==> config.mk <==
export PLATFORM = sky130hd
export DESIGN_NAME = rcoe_ctrl
export DESIGN_NICKNAME = d
export VERILOG_FILES = /design/src/rtl/core/rcoe_pkg.sv /design/src/rtl/core/rcoe_ctrl.sv
export SDC_FILE = /design/constraint.sdc
export NUM_CORES = 1
export LEC_CHECK = 0
export ABC_AREA = 1
export BUFFER_PORTS_ARGS = -buffer_cell sky130_fd_sc_hd__buf_2
export CORE_MARGIN = 4
export CORE_UTILIZATION = 43
export CTS_CLUSTER_DIAMETER = 50
export DETAILED_ROUTE_END_ITERATION = 8
export PLACE_DENSITY = 0.68
export SETUP_SLACK_MARGIN = 0.4
export SYNTH_ARGS = -nofsm -noshare
export SYNTH_HDL_FRONTEND = slang
export SYNTH_SLANG_ARGS = --single-unit
==> constraint.sdc <==
create_clock -name clock -period 3 [get_ports clock]
set_input_delay 0.6 -clock clock [delete_from_list [all_inputs] [get_ports clock]]
set_output_delay 0.6 -clock clock [all_outputs]
set_load 0.02 [all_outputs]
==> src/rtl/core/rcoe_pkg.sv <==
`timescale 1ns / 1ps
`default_nettype none
package rcoe_pkg;

   localparam int CoreDepthDefault = 8192;

   localparam int WordW = 40;
   localparam int NumW  = 13;
   localparam int RegW  = 14;
   localparam int SumW  = RegW + 1;
   localparam int FuncW = 2;
   localparam int ModeW = 3;
   localparam int CsrIdxW = 2;

   // instruction word layout
   localparam int AnumLsb  = 0;
   localparam int BnumLsb  = 13;
   localparam int AmodeLsb = 26;
   localparam int BmodeLsb = 29;

   localparam logic [RegW-1:0] CoreSizeReset  = RegW'(8000);
   localparam logic [RegW-1:0] ReadLimitReset = RegW'(8000);
   localparam logic [RegW-1:0] WriteLimitReset = RegW'(8000);

   localparam logic [FuncW-1:0] FUNC_LOAD   = 2'd0;
   localparam logic [FuncW-1:0] FUNC_READ   = 2'd1;
   localparam logic [FuncW-1:0] FUNC_UNUSED = 2'd3;

   localparam logic [CsrIdxW-1:0] CSR_CORE_SIZE   = 2'd0;
   localparam logic [CsrIdxW-1:0] CSR_READ_LIMIT  = 2'd1;
   localparam logic [CsrIdxW-1:0] CSR_WRITE_LIMIT = 2'd2;

   localparam logic [ModeW-1:0] MODE_IMM       = 3'd0;
   localparam logic [ModeW-1:0] MODE_DIR       = 3'd1;
   localparam logic [ModeW-1:0] MODE_A_PREDEC  = 3'd4;
   localparam logic [ModeW-1:0] MODE_B_PREDEC  = 3'd5;
   localparam logic [ModeW-1:0] MODE_A_POSTINC = 3'd6;
   localparam logic [ModeW-1:0] MODE_B_POSTINC = 3'd7;

   typedef struct packed {
      logic [FuncW-1:0] func;
      logic [NumW-1:0]  address;
      logic [WordW-1:0] word;
   } req_type;

   typedef struct packed {
      logic [WordW-1:0] instr_word;
      logic [NumW-1:0]  read_ptr_a;
      logic [NumW-1:0]  write_ptr_a;
      logic [NumW-1:0]  read_ptr_b;
      logic [NumW-1:0]  write_ptr_b;
      logic [WordW-1:0] a_operand_word;
      logic [WordW-1:0] b_operand_word;
   } rsp_type;

   typedef enum logic [2:0] {
      SRC_ADDR, SRC_NUM_R, SRC_NUM_W, SRC_DEC, SRC_INC, SRC_RP_IND, SRC_WP_IND
   } div_src_type;

   typedef enum logic [1:0] {
      ADDR_PC, ADDR_PC_RP, ADDR_PC_WP, ADDR_PIP
   } addr_sel_type;

   typedef enum logic [1:0] {
      WR_NONE, WR_WORD, WR_NUM
   } wr_type;

   typedef enum logic [2:0] {
      CAP_NONE, CAP_PC, CAP_IR, CAP_RP, CAP_WP, CAP_OPW
   } cap_type;

   typedef struct packed {
      logic         accept;
      logic         opb;
      logic         div_start;
      div_src_type  div_src;
      logic         rd;
      addr_sel_type addr_sel;
      wr_type       wr;
      cap_type      cap;
      logic         clr_res;
      logic         clr_ptrs;
      logic         set_pip;
      logic         rsp_load;
   } cmd_type;

   typedef struct packed {
      logic [FuncW-1:0] func;
      logic [ModeW-1:0] mode;
      logic             div_done;
   } status_type;

   typedef enum logic [4:0] {
      ST_IDLE, ST_PC_START, ST_PC_WAIT, ST_LOAD_WR, ST_IR_RD, ST_IR_CAP,
      ST_OP_START, ST_NR_START, ST_NR_WAIT, ST_NW_START, ST_NW_WAIT, ST_PIP_SET,
      ST_PD_RD, ST_PD_USE, ST_PD_WAIT, ST_IR_IND_RD, ST_IR_IND_USE, ST_IR_IND_WAIT,
      ST_IW_IND_RD, ST_IW_IND_USE, ST_IW_IND_WAIT, ST_FETCH_RD, ST_FETCH_CAP,
      ST_PO_RD, ST_PO_USE, ST_PO_WAIT, ST_OP_NEXT, ST_DONE
   } state_type;

endpackage
`default_nettype wire

==> src/rtl/core/rcoe_ctrl.sv <==
`timescale 1ns / 1ps
`default_nettype none
module rcoe_ctrl import rcoe_pkg::*; (
   input  wire logic       clock,
   input  wire logic       reset,
   input  wire logic       req_valid,
   output logic            req_stall,
   output logic            rsp_valid,
   input  wire logic       rsp_stall,
   input  wire status_type status,
   output cmd_type         cmd
);

   state_type state_ff, state_in;
   logic      opb_ff, opb_in;
   logic      rsp_valid_ff, rsp_valid_in;
   logic      predec, postinc, direct;

   assign predec  = (status.mode == MODE_A_PREDEC) || (status.mode == MODE_B_PREDEC);
   assign postinc = (status.mode == MODE_A_POSTINC) || (status.mode == MODE_B_POSTINC);
   assign direct  = (status.mode == MODE_IMM) || (status.mode == MODE_DIR);

   assign req_stall = (state_ff != ST_IDLE);
   assign rsp_valid = rsp_valid_ff;

   always_ff @(posedge clock) begin
      if (reset) begin
         state_ff     <= ST_IDLE;
         opb_ff       <= 1'b0;
         rsp_valid_ff <= 1'b0;
      end else begin
         state_ff     <= state_in;
         opb_ff       <= opb_in;
         rsp_valid_ff <= rsp_valid_in;
      end
   end

   always_comb begin
      state_in     = state_ff;
      opb_in       = opb_ff;
      rsp_valid_in = rsp_valid_ff && rsp_stall;
      cmd          = '0;
      cmd.opb      = opb_ff;
      case (state_ff)
         ST_IDLE: begin
            if (req_valid) begin
               cmd.accept = 1'b1;
               state_in   = ST_PC_START;
            end
         end
         ST_PC_START: begin
            if (status.func == FUNC_UNUSED) begin
               state_in = ST_IDLE;
            end else begin
               cmd.div_start = 1'b1;
               cmd.div_src   = SRC_ADDR;
               state_in      = ST_PC_WAIT;
            end
         end
         ST_PC_WAIT: begin
            if (status.div_done) begin
               cmd.cap  = CAP_PC;
               state_in = (status.func == FUNC_LOAD) ? ST_LOAD_WR : ST_IR_RD;
            end
         end
         ST_LOAD_WR: begin
            cmd.wr   = WR_WORD;
            state_in = ST_IDLE;
         end
         ST_IR_RD: begin
            cmd.rd       = 1'b1;
            cmd.addr_sel = ADDR_PC;
            cmd.clr_res  = 1'b1;
            state_in     = ST_IR_CAP;
         end
         ST_IR_CAP: begin
            cmd.cap = CAP_IR;
            opb_in  = 1'b0;
            state_in = (status.func == FUNC_READ) ? ST_DONE : ST_OP_START;
         end
         ST_OP_START: begin
            cmd.clr_ptrs = 1'b1;
            state_in = (status.mode == MODE_IMM) ? ST_FETCH_RD : ST_NR_START;
         end
         ST_NR_START: begin
            cmd.div_start = 1'b1;
            cmd.div_src   = SRC_NUM_R;
            state_in      = ST_NR_WAIT;
         end
         ST_NR_WAIT: begin
            if (status.div_done) begin
               cmd.cap  = CAP_RP;
               state_in = ST_NW_START;
            end
         end
         ST_NW_START: begin
            cmd.div_start = 1'b1;
            cmd.div_src   = SRC_NUM_W;
            state_in      = ST_NW_WAIT;
         end
         ST_NW_WAIT: begin
            if (status.div_done) begin
               cmd.cap  = CAP_WP;
               state_in = direct ? ST_FETCH_RD : ST_PIP_SET;
            end
         end
         ST_PIP_SET: begin
            cmd.set_pip = 1'b1;
            state_in    = predec ? ST_PD_RD : ST_IR_IND_RD;
         end
         ST_PD_RD: begin
            cmd.rd       = 1'b1;
            cmd.addr_sel = ADDR_PIP;
            state_in     = ST_PD_USE;
         end
         ST_PD_USE: begin
            cmd.div_start = 1'b1;
            cmd.div_src   = SRC_DEC;
            state_in      = ST_PD_WAIT;
         end
         ST_PD_WAIT: begin
            if (status.div_done) begin
               cmd.wr   = WR_NUM;
               state_in = ST_IR_IND_RD;
            end
         end
         ST_IR_IND_RD: begin
            cmd.rd       = 1'b1;
            cmd.addr_sel = ADDR_PC_RP;
            state_in     = ST_IR_IND_USE;
         end
         ST_IR_IND_USE: begin
            cmd.div_start = 1'b1;
            cmd.div_src   = SRC_RP_IND;
            state_in      = ST_IR_IND_WAIT;
         end
         ST_IR_IND_WAIT: begin
            if (status.div_done) begin
               cmd.cap  = CAP_RP;
               state_in = ST_IW_IND_RD;
            end
         end
         ST_IW_IND_RD: begin
            cmd.rd       = 1'b1;
            cmd.addr_sel = ADDR_PC_WP;
            state_in     = ST_IW_IND_USE;
         end
         ST_IW_IND_USE: begin
            cmd.div_start = 1'b1;
            cmd.div_src   = SRC_WP_IND;
            state_in      = ST_IW_IND_WAIT;
         end
         ST_IW_IND_WAIT: begin
            if (status.div_done) begin
               cmd.cap  = CAP_WP;
               state_in = ST_FETCH_RD;
            end
         end
         ST_FETCH_RD: begin
            cmd.rd       = 1'b1;
            cmd.addr_sel = ADDR_PC_RP;
            state_in     = ST_FETCH_CAP;
         end
         ST_FETCH_CAP: begin
            cmd.cap  = CAP_OPW;
            state_in = postinc ? ST_PO_RD : ST_OP_NEXT;
         end
         ST_PO_RD: begin
            cmd.rd       = 1'b1;
            cmd.addr_sel = ADDR_PIP;
            state_in     = ST_PO_USE;
         end
         ST_PO_USE: begin
            cmd.div_start = 1'b1;
            cmd.div_src   = SRC_INC;
            state_in      = ST_PO_WAIT;
         end
         ST_PO_WAIT: begin
            if (status.div_done) begin
               cmd.wr   = WR_NUM;
               state_in = ST_OP_NEXT;
            end
         end
         ST_OP_NEXT: begin
            if (opb_ff) begin
               state_in = ST_DONE;
            end else begin
               opb_in   = 1'b1;
               state_in = ST_OP_START;
            end
         end
         ST_DONE: begin
            if (!rsp_valid_ff || !rsp_stall) begin
               cmd.rsp_load = 1'b1;
               rsp_valid_in = 1'b1;
               state_in     = ST_IDLE;
            end
         end
         default: state_in = ST_IDLE;
      endcase
   end

endmodule
`default_nettype wire

==> summary.txt, run 1 <==
Critical path
  – Critical path peak fanout: 7
  – Signal arrival time at the worst endpoint: about 1.7 ns
  – Total buffers and inverters traversed by the critical path: 2
  – Slowest stage cell on the critical path: sky130_fd_sc_hd__dfxtp_1
  – Category of the worst setup path capture point: output pin
  – Maximum single-stage delay on the critical path: 0.46 ns
  – Critical path's top delay family: simple AND/OR/NAND/NOR gates
  – Crit path cell chain: inv_2 > nor2_1 > nand3_1 > nand4_1 > buf_2
  – CP Launch Type: register
  – Worst Setup Path Type: register to output pin
  – Critical path required time: between 2 and 2.5 ns

Routing
  – Via count: 1453
  – Total Wirelength: 3390 µm
  – Number of search-and-repair iterations in the first detailed-routing pass: 5
  – Sum of met3 wire segment lengths after detailed routing: 426 µm
  – Starting DRC count in detailed routing: 101
  – Routed length on met2: between 1000 and 1500 µm
  – WL per Instance: 12.2 µm
  – DRC violation count after routing: 0
  – Met1 WL: 1460 µm
  – Number of nets with antenna violations after routing: 0
  – Via-to-Cell Ratio: roughly 5.2
  – Max Used Layer: met4

Synth
  – Number of warning messages in the yosys log: 0
  – Arithmetic-cell share of the synthesized area counting full adders, half adders and majority gates: 0%
  – Per-instance average area after synthesis: 4.79 µm²
  – Share of the synthesized area in compound gates (AO/OA/AOI/OAI): 8.71%
  – Largest family of logic cells by synthesized area: simple AND/OR/NAND/NOR gates
  – Syn Nets: between 200 and 250
  – Post-synthesis mux area share: 0%
  – Number of standard cells after synthesis: 219
  – Post-synthesis simple-gate area fraction: between 60% and 70%
  – Number of different library cells in the post-synthesis netlist: 18
  – Post-synth design cell area: 1050 µm²
  – Flops & latches, synth: 7
  – Share of the synthesized netlist area taken by xor and xnor gates: 0%
  – Register area share after synthesis: a little over an eighth

Timing
  – Final count of hold timing violations: 0
  – Post-route worst hold slack: 0.501 ns
  – Slew Limit Headroom: 71.7%
  – RSZ-0062 raised after global routing: no
  – Final number of setup-violating endpoints: 0
  – Crit share post-route: 77.7%
  – Min cycle time layout: ~2.3 ns
  – Setup TNS after final layout: 0 ns
  – Worst clock skew: 0.00123 ns
  – Actual slew at the worst max-slew pin: 0.422 ns
  – Final max-slew violation count: 0
  – Max Clk Rate: 0.429 GHz

Layout
  – Commonest non-fill, non-tap cell in the layout: sky130_fd_sc_hd__nand2_1
  – Inserted Diodes: 0
  – Top library cells by usage in the layout, fill and taps aside: sky130_fd_sc_hd__nand2_1 (69), sky130_fd_sc_hd__nor2_1 (51), sky130_fd_sc_hd__inv_1 (29), sky130_fd_sc_hd__buf_2 (29), sky130_fd_sc_hd__nand3_1 (21)
  – Final-stage net count: 261
  – Share of post-route cells with drive strength above 1: 19.6%
  – Area delta synth->final: 19.1%

Clocking
  – Number of CTS-inserted buffers: 3
  – Number of setup buffers added after CTS: 0
  – Worst-skew pair later-pin latency: 0.25 ns
  – CTS Buffer Depth: 2
  – CTS Hold Buffers Added: 0
  – CTS H-tree depth: 1
  – Clock tree from TritonCTS: done
  – Count of instances resized after the clock tree is built: 0
  – Post-CTS clock slew at the launch and capture registers of the worst setup and hold paths: 0.05 ns
  – Root buffer selected by CTS: sky130_fd_sc_hd__clkbuf_4
  – Clock sink count: 7

Die
  – Initial cell density of the core: 46.1%
  – Die outline area: 3290 µm²
  – Number of top-level design ports: 30
  – Floorplan die height: between 50 and 60 µm
  – Core region area: 2280 µm²
  – Cell row count: 17
  – Die span in x: 57.4 µm

Status
  – Outcome: finished, final reports clean

Global route
  – Total congestion overflow after global routing: 0
  – Overall Global Routing Usage: a little over a fifth
  – Vias in the first global route: 1246
  – Antenna violations before repair: 0
  – Largest net degree at the start of global routing: 12
  – First-pass GRT wire length: 5660 µm

Worst hold path
  – Class of the tightest hold or removal check: register to register

Pwr
  – VDD IR-drop max: 376 µV
  – Total power density per cell area: 507 nW/µm²
  – Static leakage: 0.823 nW

Placement
  – Detailed placer's ending HPWL: 2830 µm
  – Final GP Congestion: 0.970
  – Port Buf Inserts: 29

Run
  – Max-capacitance violation count: 0
cell usage after synthesis:
cell | instances | share of area, %
sky130_fd_sc_hd__a21oi_1 | 10 | 4.8
sky130_fd_sc_hd__buf_2 | 2 | 0.95
sky130_fd_sc_hd__buf_4 | 1 | 0.72
sky130_fd_sc_hd__dfxtp_1 | 7 | 13
sky130_fd_sc_hd__inv_1 | 29 | 10
sky130_fd_sc_hd__inv_2 | 3 | 1.1
sky130_fd_sc_hd__nand2_1 | 69 | 25
sky130_fd_sc_hd__nand2_2 | 3 | 1.8
sky130_fd_sc_hd__nand3_1 | 21 | 10
sky130_fd_sc_hd__nand3_2 | 2 | 1.9
sky130_fd_sc_hd__nand3b_1 | 2 | 1.4
sky130_fd_sc_hd__nand4_1 | 3 | 1.8
sky130_fd_sc_hd__nor2_1 | 52 | 19
sky130_fd_sc_hd__nor2_2 | 5 | 3.0
sky130_fd_sc_hd__nor2_4 | 1 | 1.1
sky130_fd_sc_hd__nor3_1 | 1 | 0.48
sky130_fd_sc_hd__o21ai_0 | 7 | 3.3
sky130_fd_sc_hd__o22ai_1 | 1 | 0.60
worst paths after layout:
check | startpoint | end | slack, ns | cells past startpoint
min reg2reg | rsp_valid | rsp_valid | 0.50 | 2
max | state_ff[2] | cmd[15] | 0.67 | 5
min | rsp_valid | rsp_valid | 0.50 | 2
max reg2reg | state_ff[2] | state_ff[0] | 1.32 | 9
logic make-up (layout without fill, tap and decap cells):
logic type,after synthesis,in the layout
and+or+nand+nor,159,159
buffers and inverters,35,66
DFF,7,7
AOI/OAI and AO/OA,18,18
flip-flops by register name, indices dropped and copies added, names as in the netlist:
register	count
state_ff	5
opb_ff	1
rsp_valid	1
report_power, final:
part	internal [mW]	leakage (nW)	total (mW)	switching (mW)
Sequential	0.108	0.0573	0.140	0.0326
Combinational	0.124	0.750	0.407	0.284
Clock	0.0507	0.0150	0.0852	0.0345
Total	0.282	0.823	0.633	0.351
worst reg2reg max path: cells and delay by family, from the launching register on:
kind	cells	cell delay, ns
compound gates	1	0.14
buf+inv	2	0.28
flops	1	0.46
simple gates	6	0.73
per-layer routing:
layer / track usage, % / vias to the layer above
li1: - / 739
met1: 31.2 / 627
met2: 33.4 / 83
met3: 4.30 / 4
met4: 2.65 / 0
met5: 0 / -
area by class of cell:
class | instances | area [µm²]
Tap cell | 28 | 35.0
Fill cell | 257 | 1030
Timing Repair Buffer | 30 | 153
Multi-Input combinational cell | 177 | 773
Clock buffer | 4 | 26.3
Sequential cell | 7 | 141
Inverter | 32 | 120
through the flow:
stage	cell area, µm²	utilization [%]	instances	setup WS, ns	power [mW]
after detailed placement	1220	53.5	274	0.868	0.545
after floorplan	1050	-	219	0.888	0.430
after global placement	1220	53.5	274	0.917	0.545
after global routing	1250	54.9	278	0.475	0.698
final	1250	54.9	278	0.670	0.633
after CTS	1240	54.7	278	0.602	0.630
No activity file was read; power rests on OpenSTA's default activity.
==> run 2: changes to the inputs <==
- clock period: 3 -> 2.3 ns (I/O delays scaled with it)
==> run 2 against run 1 <==
First-iteration DRC count is 13% lower. Combinational power is 87% higher. Hold slack worse by 0.051 ns. Worst setup slack worse by 0.34 ns. Clock skew is 0.0060 ns higher. Register-to-register slack worse by 0.57 ns. Utilization is 12 points higher. Design area is 21% higher. Via count is 5.6% higher. Final cell count is 5.0% higher. Critical path depth is 1 higher. Clock-buffer cell count stayed put. Highest routed layer unchanged.
==> summary.txt, run 2 (same netlist as run 1, synthesis figures left out) <==
Clocking
  – CTS Hold Buffers Added: 0 (unchanged)
  – Number of CTS-inserted buffers: 3 (unchanged)
  – Worst-skew pair later-pin latency: 0.25 ns (about the same)
  – Clock sink count: 7 (unchanged)
  – Post-CTS clock slew at the launch and capture registers of the worst setup and hold paths: 0.06 ns (about the same)
  – CTS Buffer Depth: 2 (unchanged)
  – Root buffer selected by CTS: sky130_fd_sc_hd__clkbuf_4
  – CTS H-tree depth: 1 (unchanged)
  – Clock tree from TritonCTS: done

Critical path
  – Signal arrival time at the worst endpoint: 1.51 ns (-0.22 ns)
  – Setup slack of the worst register-to-register path: 0.75 ns (-0.57 ns)
  – Critical path required time: 1.84 ns (-0.56 ns)
  – Slowest stage cell on the critical path: sky130_fd_sc_hd__dfxtp_4
  – Crit path cell chain: inv_1 > nand2_1 > nor2_2 > nand3_1 > nand4_1 > buf_4
  – Worst Setup Path Type: register to output pin
  – Critical path peak fanout: 8 (+1)
  – Worst flop-to-flop path endpoint: state_ff[2]
  – Startpoint of the worst register-to-register path: state_ff[4]
  – CP Launch Type: register
  – Worst Reg2Reg Path Length in Cells: 10 (+1)
  – Maximum single-stage delay on the critical path: 0.38 ns (-0.08 ns)
  – Category of the worst setup path capture point: output pin

Die
  – Initial cell density of the core: 46.1% (unchanged)
  – Core region area: 2280 µm² (unchanged)
  – Cell row count: 17 (unchanged)
  – Number of top-level design ports: 30 (unchanged)
  – Floorplan die height: 57.4 µm (unchanged)
  – Die span in x: 57.4 µm (unchanged)
  – Die outline area: 3290 µm² (unchanged)

Global route
  – Total congestion overflow after global routing: 0 (unchanged)
  – First-pass GRT wire length: 6030 µm (+6.5%)
  – Vias in the first global route: 1342 (+7.7%)
  – Antenna violations before repair: 0 (unchanged)
  – Overall Global Routing Usage: 22.9% (+1.4 points)
  – Largest net degree at the start of global routing: 9 (-3)

Routing
  – WL per Instance: 13.6 µm (+12%)
  – DRC violation count after routing: 0 (unchanged)
  – Via count: 1534 (+5.6%)
  – Starting DRC count in detailed routing: 88 (-13%)
  – Number of search-and-repair iterations in the first detailed-routing pass: 4 (-1)
  – Number of nets with antenna violations after routing: 0 (unchanged)
  – Total Wirelength: 3990 µm (+17%)
  – Via-to-Cell Ratio: 5.25 (+0.51%)

Timing
  – Final number of setup-violating endpoints: 0 (unchanged)
  – Setup TNS after final layout: 0 ns (unchanged)
  – RSZ-0062 raised after global routing: yes
  – Max Clk Rate: 0.508 GHz
  – Final max-slew violation count: 0 (unchanged)
  – Post-route worst hold slack: 0.450 ns (-0.0514 ns)
  – Worst clock skew: 0.00722 ns (+0.00598 ns)
  – Min cycle time layout: ~2.0 ns
  – Crit share post-route: about 86%
  – Final count of hold timing violations: 0 (unchanged)
  – Slew Limit Headroom: 81.1% (+9.4 points)
  – Actual slew at the worst max-slew pin: 0.283 ns (-0.140 ns)

Pwr
  – Static leakage: 0.903 nW (+9.8%)
  – VDD IR-drop max: 579 µV (+54%)
  – Switching part of the total power: 53.0% (-2.4 points)
  – Net Sw Power: 0.570 mW (+63%)
  – Internal cell power: 0.505 mW (+79%)
  – Proportion of power drawn by flip-flops and latches: 18.7% (-3.5 points)
  – Total power density per cell area: 710 nW/µm² (+40%)
  – Combinational Power Share: 70.8% (+6.4 points)
  – Clock power share: 10.5% (-3.0 points)

Layout
  – Non-Filler Cell Area, Final: 1510 µm² (+21%)
  – Inserted Diodes: 0 (unchanged)
  – Top reg by flops: state_ff
  – Area delta synth->final: 44.4%
  – Filler cell count: 231 (-10%)
  – Max reg flops: 5 (unchanged)
  – Area of the multi-input gates: 883 µm² (+14%)
  – Share of post-route cells with drive strength above 1: 33.7% (+14 points)
  – Final-stage net count: 275 (+5.4%)
  – Top library cells by usage in the layout, fill and taps aside: sky130_fd_sc_hd__nand2_1 (65), sky130_fd_sc_hd__nor2_1 (41), sky130_fd_sc_hd__inv_1 (25)
  – FF/Latch Area: 159 µm² (+12%)
  – Commonest non-fill, non-tap cell in the layout: sky130_fd_sc_hd__nand2_1
  – Final std cells w/o fill: 292 (+5.0%)

Placement
  – Detailed placer's ending HPWL: 2820 µm (-0.43%)
  – Final GP Congestion: 0.986 (+1.6%)
  – Cell Count Post-Placement: 275 (+0.36%)
  – Instance area after placement: 1230 µm² (+0.82%)
  – Port Buf Inserts: 29 (unchanged)

Status
  – Outcome: finished, final reports clean

Run
  – Max-capacitance violation count: 0 (unchanged)

Worst hold path
  – Hold path endpoint: state_ff[2]
  – Class of the tightest hold or removal check: input port to register
  – Hold_sp: reset
  – Instance count along the most critical hold path: 2 (unchanged)
-- run 2: metal layers --
metal | vias to the layer above | part of all wire [%] | GRT usage [%]
met3 | 10 | 8.4 | 3.17
li1 | 769 | - | -
met5 | - | 0 | 0
met1 | 680 | 41 | 31.0
met2 | 75 | 48 | 36.3
met4 | 0 | 2.5 | 8.94
-- run 2: what timing repair did --
item                                    4_1_cts  5_1_grt
gates resized for setup                      29       25
pin swaps                                     6        6
gates cloned                                  0        0
endpoints found under the setup margin       16       15
buffers inserted                              8        5
-- run 2: worst max path at each step --
stage	from	endpoint	cells past startpoint
6_report	state_ff[1]	cmd[15]	6
5_1_grt	state_ff[4]	cmd[11]	8
4_1_cts	state_ff[4]	cmd[11]	8
3_5_place_dp	state_ff[4]	cmd[11]	8
3_3_place_gp	state_ff[4]	cmd[11]	8
2_1_floorplan	state_ff[2]	cmd[15]	7
-- run 2: worst max-delay path: cells and delay by family, from the launching register on --
kind,cells,cell delay [ns]
buffers and inverters,2,0.27
flip-flops,1,0.38
AND/OR/NAND/NOR,4,0.61
-- run 2: area by class of cell --
type | instances | share of cell area (%)
Multi-Input combinational cell | 177 | 58.3
Timing Repair Buffer | 44 | 18.9
Sequential cell | 7 | 10.5
Inverter | 32 | 8.18
Tap cell | 28 | 2.31
Clock buffer | 4 | 1.74
-- run 2: power groups by stage --
stage | combinational, mW | sequential [mW] | clock (mW)
CTS | 0.627 | 0.193 | 0.117
floorplan | 0.398 | 0.165 | 0
global route | 0.815 | 0.201 | 0.125
finish | 0.762 | 0.201 | 0.113
global placement | 0.536 | 0.186 | 0
detailed placement | 0.534 | 0.184 | 0
-- run 2: through the flow --
step	total power, mW	setup WS [ns]	util, %
3_5_place_dp	0.718	0.310	54.0
3_3_place_gp	0.721	0.359	54.0
2_1_floorplan	0.563	0.488	-
6_report	1.08	0.331	66.5
4_1_cts	0.937	0.357	61.4
5_1_grt	1.14	0.250	66.5
==> run 3: changes to the inputs <==
- CORE_UTILIZATION: 43 -> 52
- PLACE_DENSITY: 0.68 -> 0.8
==> run 3 against run 2 <==
The run now ends with DRC left. Via count grew 12%. Non-clock buffer count grew 5. Register-to-register slack lost 0.41 ns. Worst setup slack lost 0.074 ns. Clock skew grew 0.0059 ns. First-iteration DRC count grew 130%. Routed wire length grew 18%. Clock-buffer cell count is the same. Sequential power grew 8%. Clock power grew 8%. Sequential share of layout area shrank 0.58 points. Final cell count grew 0.68%. Critical endpoint is now cmd[11]. Largest power group unchanged. Highest routed layer unchanged.
==> summary.txt, run 3 (same netlist as run 1, synthesis figures left out) <==
Status
  – Outcome: finished with violations
  – Violated checks: DRC

Placement
  – Instance area after placement: 1220 µm² (-0.31%)
  – Port Buf Inserts: 29 (unchanged)
  – Worst setup slack before clock tree synthesis: 0.299 ns (-0.0110 ns)
  – Detailed placer's ending HPWL: 2710 µm (-3.7%)
  – Final GP Congestion: 0.989 (+0.33%)

Routing
  – Number of nets with antenna violations after routing: 0 (unchanged)
  – Via count: 1719 (+12%)
  – Total Wirelength: 4710 µm (+18%)
  – Number of search-and-repair iterations in the first detailed-routing pass: 9 (+5)
  – DRC violation count after routing: 87 (+87)
  – WL per Instance: 16.0 µm (+17%)
  – Starting DRC count in detailed routing: 205 (+130%)
  – Via-to-Cell Ratio: 5.85 (+11%)

Die
  – Floorplan die height: 52.9 µm (-7.8%)
  – Die span in x: 52.9 µm (-7.8%)
  – Cell row count: 15 (-2)
  – Number of top-level design ports: 30 (unchanged)
  – Core region area: 1820 µm² (-20%)
  – Initial cell density of the core: 57.6% (+12 points)
  – Die outline area: 2800 µm² (-15%)

Worst hold path
  – Class of the tightest hold or removal check: input port to register

Clocking
  – Clock sink count: 7 (unchanged)
  – Root buffer selected by CTS: sky130_fd_sc_hd__clkbuf_4
  – CTS Buffer Depth: 2 (unchanged)
  – Number of CTS-inserted buffers: 3 (unchanged)
  – CTS H-tree depth: 1 (unchanged)
  – Worst-skew pair later-pin latency: 0.27 ns (+0.02 ns)
  – Clock tree from TritonCTS: done
  – CTS Hold Buffers Added: 0 (unchanged)
  – Post-CTS clock slew at the launch and capture registers of the worst setup and hold paths: 0.06 ns (about the same)

Layout
  – Area delta synth->final: 52.9%
  – Inserted Diodes: 0 (unchanged)
  – Filler cell count: 107 (-54%)
  – Utilization after layout: 88.0% (+22 points)
  – Share of post-route cells with drive strength above 1: 36.8% (+3.1 points)
  – Non-Filler Cell Area, Final: 1600 µm² (+5.9%)
  – Final-stage net count: 280 (+1.8%)
  – Commonest non-fill, non-tap cell in the layout: sky130_fd_sc_hd__nand2_1
  – Top reg by flops: state_ff
  – Top library cells by usage in the layout, fill and taps aside: sky130_fd_sc_hd__nand2_1 (62), sky130_fd_sc_hd__nor2_1 (41), sky130_fd_sc_hd__inv_1 (26)
  – Max reg flops: 5 (unchanged)

Run
  – Max-capacitance violation count: 0 (unchanged)

Global route
  – Overall Global Routing Usage: 30.5% (+7.6 points)
  – Largest net degree at the start of global routing: 9 (unchanged)
  – Antenna violations before repair: 0 (unchanged)
  – Total congestion overflow after global routing: 0 (unchanged)
  – First-pass GRT wire length: 6220 µm (+3.2%)
  – Vias in the first global route: 1381 (+2.9%)

Timing
  – Worst clock skew: 0.0131 ns (+0.00587 ns)
  – Actual slew at the worst max-slew pin: 0.268 ns (-0.0150 ns)
  – Max Clk Rate: 0.489 GHz (-3.6%)
  – RSZ-0062 raised after global routing: yes
  – Final count of hold timing violations: 0 (unchanged)
  – Setup TNS after final layout: 0 ns (unchanged)
  – Min cycle time layout: 2.04 ns (+0.0739 ns)
  – Crit share post-route: 88.8% (+3.2 points)
  – Final number of setup-violating endpoints: 0 (unchanged)
  – Worst Setup Slack, final: 0.257 ns (-0.0739 ns)
  – Slew Limit Headroom: 82.0% (+0.83 points)
  – Final max-slew violation count: 0 (unchanged)

Pwr
  – VDD IR-drop max: 757 µV (+31%)
  – Static leakage: 0.944 nW (+4.5%)
  – Total power consumption of the routed design: 1.10 mW (+2.5%)
  – Total power density per cell area: 688 nW/µm² (-3.2%)

Critical path
  – CP Launch Type: register
  – Total buffers and inverters traversed by the critical path: 2 (unchanged)
  – Worst Setup Path Type: register to output pin
  – Category of the worst setup path capture point: output pin
  – Critical path's top delay family: simple AND/OR/NAND/NOR gates
  – Slowest stage cell on the critical path: sky130_fd_sc_hd__dfxtp_4
  – Critical path required time: 1.84 ns (about the same)
  – Critical path peak fanout: 6 (-2)
  – Signal arrival time at the worst endpoint: 1.58 ns (+0.07 ns)
  – Crit path cell chain: clkinvlp_4 > nand2_4 > nor2_4 > a21oi_2 > nand2_1 > nor2_2 > nand3_1 > buf_6
  – Maximum single-stage delay on the critical path: 0.38 ns (about the same)
## run 3: cell count changes in the layout (fill, tap and decap cells not counted), moves of 2 or more
cell                      delta
sky130_fd_sc_hd__buf_4       -2
sky130_fd_sc_hd__nand2_2     +2
sky130_fd_sc_hd__nand2_1     -3
sky130_fd_sc_hd__buf_6       +6
sky130_fd_sc_hd__inv_2       -2
## run 3: path summary, 6_finish.rpt
path                    start     endpoint  slack [ns]  cells past startpoint
hold reg to reg     rsp_valid    rsp_valid        0.51                      2
hold / removal          reset  state_ff[0]        0.44                      2
setup reg to reg  state_ff[4]  state_ff[1]        0.34                     12
setup / recovery  state_ff[4]      cmd[11]        0.26                      8
## run 3: final cells by class
type | instances | area (µm²) | area share, %
Multi-Input combinational cell | 177 | 916 | 57.1
Clock buffer | 4 | 26.3 | 1.64
Sequential cell | 7 | 159 | 9.91
Tap cell | 25 | 31.3 | 1.95
Timing Repair Buffer | 49 | 344 | 21.5
Inverter | 32 | 126 | 7.88
## run 3: metal layers
metal | share of wire (%) | up-vias | GRT usage, % | wire, µm
li1 | - | 783 | - | -
met1 | 36 | 725 | 37.5 | 1690
met2 | 43 | 158 | 48.6 | 2030
met3 | 14 | 53 | 9.86 | 668
met4 | 6.8 | 0 | 12.3 | 318
met5 | 0 | - | 0 | 0
## run 3: stage by stage
step | hold slack [ns] | cells
3_5_place_dp | 0.479 | 272
5_1_grt | 0.428 | 294
6_report | 0.441 | 294
4_1_cts | 0.443 | 285
3_3_place_gp | 0.477 | 272
2_1_floorplan | 0.506 | 219
## run 3: report_power, final
group / switching (mW) / total [mW] / internal [mW]
Combinational: 0.496 / 0.762 / 0.267
Sequential: 0.0680 / 0.218 / 0.150
Clock: 0.0554 / 0.122 / 0.0668
Total: 0.619 / 1.10 / 0.483
## run 3: timing repair
| item | CTS | global route |
|---|---|---|
| gates resized for setup | 30 | 38 |
| pin swaps | 5 | 9 |
| setup endpoints to repair | 16 | 15 |
| setup buffers | 9 | 9 |
| hold endpoints to repair | 0 | 0 |
| cloned | 0 | 0 |
